File: src/hdl/crmt_pkg.sv
// ----------------------------------------------------------------------------
// crmt_pkg: shared types and constants for the cidr first-match table
// Table size, field widths, result status codes, the token that walks the
// cell chain and the host mask helper.
// ----------------------------------------------------------------------------
package crmt_pkg;

  localparam int TABLE_DEPTH = 64;
  localparam int ADDR_W      = 32;
  localparam int PLEN_W      = 6;
  localparam int STATUS_W    = 2;
  localparam int OUT_IDX_W   = 6;
  localparam int IDX_W       = (TABLE_DEPTH > 1) ? $clog2(TABLE_DEPTH) : 1;
  localparam int CNT_W       = $clog2(TABLE_DEPTH + 1);

  localparam logic [STATUS_W-1:0] ST_APPENDED = 2'd0;
  localparam logic [STATUS_W-1:0] ST_FULL     = 2'd1;
  localparam logic [STATUS_W-1:0] ST_HIT      = 2'd2;
  localparam logic [STATUS_W-1:0] ST_MISS     = 2'd3;

  localparam logic [0:0] KIND_APPEND = 1'b0;
  localparam logic [0:0] KIND_LOOKUP = 1'b1;

  localparam logic [PLEN_W-1:0] PLEN_FULL = PLEN_W'(ADDR_W);

  // lookup token handed from cell to cell
  typedef struct packed {
    logic              vld;
    logic              hit;
    logic [IDX_W-1:0]  idx;
    logic [ADDR_W-1:0] addr;
  } tok_t;

  // low host bits of a prefix; zero prefix covers everything,
  // prefixes of 32 and above leave the base alone
  function automatic logic [ADDR_W-1:0] host_mask(input logic [PLEN_W-1:0] plen);
    logic [ADDR_W-1:0] m;
    if (plen == '0) begin
      m = '1;
    end else if (plen >= PLEN_FULL) begin
      m = '0;
    end else begin
      m = {ADDR_W{1'b1}} >> plen;
    end
    return m;
  endfunction

endpackage

File: src/hdl/crmt_cell.sv
// ----------------------------------------------------------------------------
// crmt_cell: one table entry and one stage of the lookup chain
// Holds the low and high bound of an entry, compares the passing token's
// address against them and hands the token to the next cell.
// ----------------------------------------------------------------------------
module crmt_cell
  import crmt_pkg::*;
(
  input  logic                clk,
  input  logic                rst_n,
  input  logic [IDX_W-1:0]    cell_idx,
  input  logic [CNT_W-1:0]    entry_count,
  input  logic                wr_en,
  input  logic [IDX_W-1:0]    wr_idx,
  input  logic [ADDR_W-1:0]   wr_base,
  input  logic [PLEN_W-1:0]   wr_prefix,
  input  tok_t                tok_in,
  output tok_t                tok_out
);

  logic [ADDR_W-1:0] lo_r;
  logic [ADDR_W-1:0] hi_r;
  logic              tok_vld_r;
  tok_t              tok_r;
  tok_t              tok_nxt;
  logic              active;
  logic              match;

  // upper bound is precomputed when the entry is written
  always_ff @(posedge clk) begin
    if (wr_en && (wr_idx == cell_idx)) begin
      lo_r <= wr_base;
      hi_r <= wr_base | host_mask(wr_prefix);
    end
  end

  assign active = CNT_W'(cell_idx) < entry_count;
  assign match  = active && (tok_in.addr >= lo_r) && (tok_in.addr <= hi_r);

  always_comb begin
    tok_nxt = tok_in;
    if (tok_in.vld && !tok_in.hit && match) begin
      tok_nxt.hit = 1'b1;
      tok_nxt.idx = cell_idx;
    end
  end

  always_ff @(posedge clk) begin
    if (!rst_n) begin
      tok_vld_r <= 1'b0;
    end else begin
      tok_vld_r <= tok_nxt.vld;
    end
  end

  always_ff @(posedge clk) begin
    tok_r <= tok_nxt;
  end

  always_comb begin
    tok_out     = tok_r;
    tok_out.vld = tok_vld_r;
  end

endmodule

File: config.mk
export PLATFORM = sky130hd
export DESIGN_NAME = crmt_cell
export DESIGN_NICKNAME = d
export VERILOG_FILES = /design/src/hdl/crmt_pkg.sv /design/src/hdl/crmt_cell.sv
export SDC_FILE = /design/constraint.sdc
export NUM_CORES = 1
export LEC_CHECK = 0
export BUFFER_PORTS_ARGS = -buffer_cell sky130_fd_sc_hd__buf_2
export CAP_MARGIN = 25
export CORE_AREA = 5 5 138 140
export DETAILED_ROUTE_END_ITERATION = 6
export DIE_AREA = 0 0 143 145
export SYNTH_ARGS = -nofsm -noshare
export SYNTH_HDL_FRONTEND = slang
export SYNTH_SLANG_ARGS = --single-unit
File: constraint.sdc
create_clock -name clk -period 24 [get_ports clk]
set_input_delay 3.6 -clock clk [delete_from_list [all_inputs] [get_ports clk]]
set_output_delay 3.6 -clock clk [all_outputs]
set_load 0.1 [all_outputs]
==> flow_metrics.tcl <==
set metrics [dict create \
    ios 140 \
    slew_headroom_pct 28.2 \
    cts_buffer_depth 2 \
    ys_types 42 \
    synth_edf_count 64 \
    synth_top_family_by_area "adder cells" \
    finalCriticalPeriod_ns 5.66 \
    dieArea_sq_um 20700 \
    synth_compound_area_share_pct 16.2 \
    critPathSlowestCell "nor3b_1" \
    clk_root_buffer_cell "clkbuf_16" \
    drt-initial-drc-count 146 \
    startpoint_type "primary input" \
    hold_slack_ns 1.08 \
    maxCapViolCount 0 \
    top_layer "met5" \
    grt_max_degree 65 \
    wl_met1_microns 5920 \
    post_cts_buffers 0 \
    crit_path_end_kind "flop" \
    multi_input_area_sq_um 2210 \
    final_cell_mix "buf_2 (140), inv_1 (71), ha_1 (69), edfxtp_1 (64), dfxtp_1 (40)" \
    drv_slew 0 \
    drc 0 \
    worstPathCellList "buf_2 -> ha_1 -> a21oi_1 -> o21ai_0 -> a221oi_1 -> nor3b_1 -> a211o_4 -> o211ai_2" \
    p_leak_nw 2.98 \
    first_pass_iters 4 \
    final_common_cell "buf_2" \
    synthMuxAreaShare_pct 0 \
    vias_per_cell 4.57 \
    pwr_density_cell_nw_per_um2 64.0 \
    dp_hpwl_microns 10500 \
    grt_util_all_layers_pct 12.8 \
    place.gp.congestion 0.742 \
    fin_ws_ns 18.34 \
    outcome "finished clean" \
    clock_skew_ns 0.00715 \
    critical_path.top_delay_family "compound AO/OA/AOI/OAI gates" \
    clk_latency_ns 0.35 \
    core_area_sq_um 17700 \
    die_w_microns 143 \
    die_y_microns 145 \
    via_count 3855 \
    arrival_ns 5.90 \
    syn_area_sq_um 5220 \
    fin_nets 779 \
    synth_simple_gate_area_share_pct 8.39 \
    hp-class "reg -> reg" \
    grt_setup_unrepaired "no" \
    drive_above_1_share_pct 28.0 \
    critical_path_class "in -> reg" \
    synth_adder_area_share_pct 16.5 \
    grt_antenna_before_repair 3 \
    wl_met2_microns 5820 \
    synth_area_per_cell_sq_um 11.2 \
    clock-sinks 104 \
    synth-main-ff-cell "edfxtp_1" \
    fin_crit_sh_pct 23.6 \
    ant_nets 0 \
    initial_core_util_pct 29.5 \
    ys_ff_latch 104 \
    diodes 0 \
    rows 49 \
    grt_pass1_wl_microns 20500 \
    cts_tree "built" \
    nFillCells 1757 \
    route.met3.wl_microns 1050 \
    syn_nets 633 \
    cp_max_fo 7 \
    cts_buffers 9 \
    setup_viol 0 \
    fin_tns_setup_ns 0 \
    critical_path_buf_inv_count 1 \
    grt_pass1_vias 3907 \
    critPathMaxStageDelay_ns 0.90 \
    cp.required_ns 24.23 \
    synth-seq-area-share_pct 52.2 \
    areaGrowthSynthToFinish_pct 24.2 \
    max_freq_ghz 0.177 \
    ir_worst_vdd_mv 0.0310 \
    finalHoldViolCount 0 \
    detail_route.wirelength_microns 13000 \
    post-place-ws_ns 17.99 \
    port_buffers 139 \
    htreeDepth 3 \
    routedWlPerCell_microns 15.4 \
    path_clk_slew_ns 0.07 \
    synth-async-reset-ratio_pct 0 \
    gr-total-overflow 0 \
    yosys_warnings 0 \
    tightestPinTransition_ns 1.07 \
    synth_cells 464 \
    postCtsHoldBufs 0 \
    cts_resized 0 \
    synth_xor_area_share_pct 1.01 \
    regArea_sq_um 2720 \
]
-- logic make-up (layout without fill, tap and decap cells) --
kind of cell	count (synthesis)	after routing
buf+inv	78	229
simple gates	82	82
fa+ha+maj	69	69
xor+xnor	6	6
compound gates	125	125
flops	104	104
-- metal layers --
metal / global-route usage [%] / vias to the layer above
met1: 17.4 / 1743
met3: 3.62 / 20
met2: 19.9 / 115
li1: - / 1971
met5: 0 / -
met4: 4.13 / 6
-- worst min-delay path, delay by kind of cell (launching register included) --
kind | cells | cell delay, ns
AO/OA/AOI/OAI | 3 | 0.33
buffers and inverters | 1 | 0.06
AND/OR/NAND/NOR | 1 | 0.14
flip-flops | 1 | 0.37
adder cells (fa/ha/maj) | 1 | 0.13
-- power breakdown --
part	total, mW	leakage (nW)	internal [mW]	switching, mW
clock network	0.144	0.141	0.0728	0.0712
logic	0.0749	1.90	0.0208	0.0541
registers	0.196	0.934	0.195	0.00117
-- final timing paths --
check                      from                     end  slack, ns  cells after the start
max                  tok_in[19]     tok_out[36]$_DFF_P_      18.34                      8
min          hi_r[31]$_DFFE_PP_  tok_out[38]$_SDFF_PP1_       1.08                      6
max reg2reg  lo_r[17]$_DFFE_PP_     tok_out[36]$_DFF_P_      21.35                      8
min reg2reg  hi_r[31]$_DFFE_PP_  tok_out[38]$_SDFF_PP1_       1.08                      6
-- cells in the mapped netlist, drive strengths merged (2+ instances only) --
master   count  area (sq um)
inv         71           267
ha          69           863
edfxtp      64          1920
dfxtp       40           801
a21oi       34           170
o21ai       30           150
a21o        18           136
nand4       16           100
nand2       14          52.6
nor2        14          52.6
o21bai      14           105
and2         8          50.1
o211ai       7          82.6
a32oi        6          52.6
nand2b       6          37.5
nand3        6          30.0
clkbuf       5          18.8
nor3         4          20.0
nor4         4          25.0
or2          4          25.0
a211oi       3          22.5
o21a         3          22.5
xnor2        3          26.3
xor2         3          26.3
a2111oi      2          17.5
a221oi       2          17.5
nor3b        2          15.0
-- per-stage QoR --
| step | utilization (%) | total power [mW] | cells | area, sq um |
|---|---|---|---|---|
| after global placement | 34.9 | 0.275 | 827 | 6190 |
| after detailed placement | 35.0 | 0.276 | 828 | 6190 |
| after CTS | 36.6 | 0.422 | 844 | 6480 |
| after global routing | 36.6 | 0.436 | 844 | 6480 |
| final | 36.6 | 0.415 | 844 | 6480 |
| after floorplan | - | 0.253 | 464 | 5220 |
-- sequential cells by signal, indices dropped and copies added (netlist names) --
signal     count
tok_vld_r      1
lo_r          32
tok_out       39
hi_r          32
-- area by class of cell --
cell class,count,area share [%]
clock buffers,9,3.48
clock inverters,7,0.946
inverters,72,4.17
multi-input cells,282,34.0
flip-flops and latches,104,42.0
well taps,229,4.42
repair buffers,141,10.9
(Power assumes the default switching activity.)
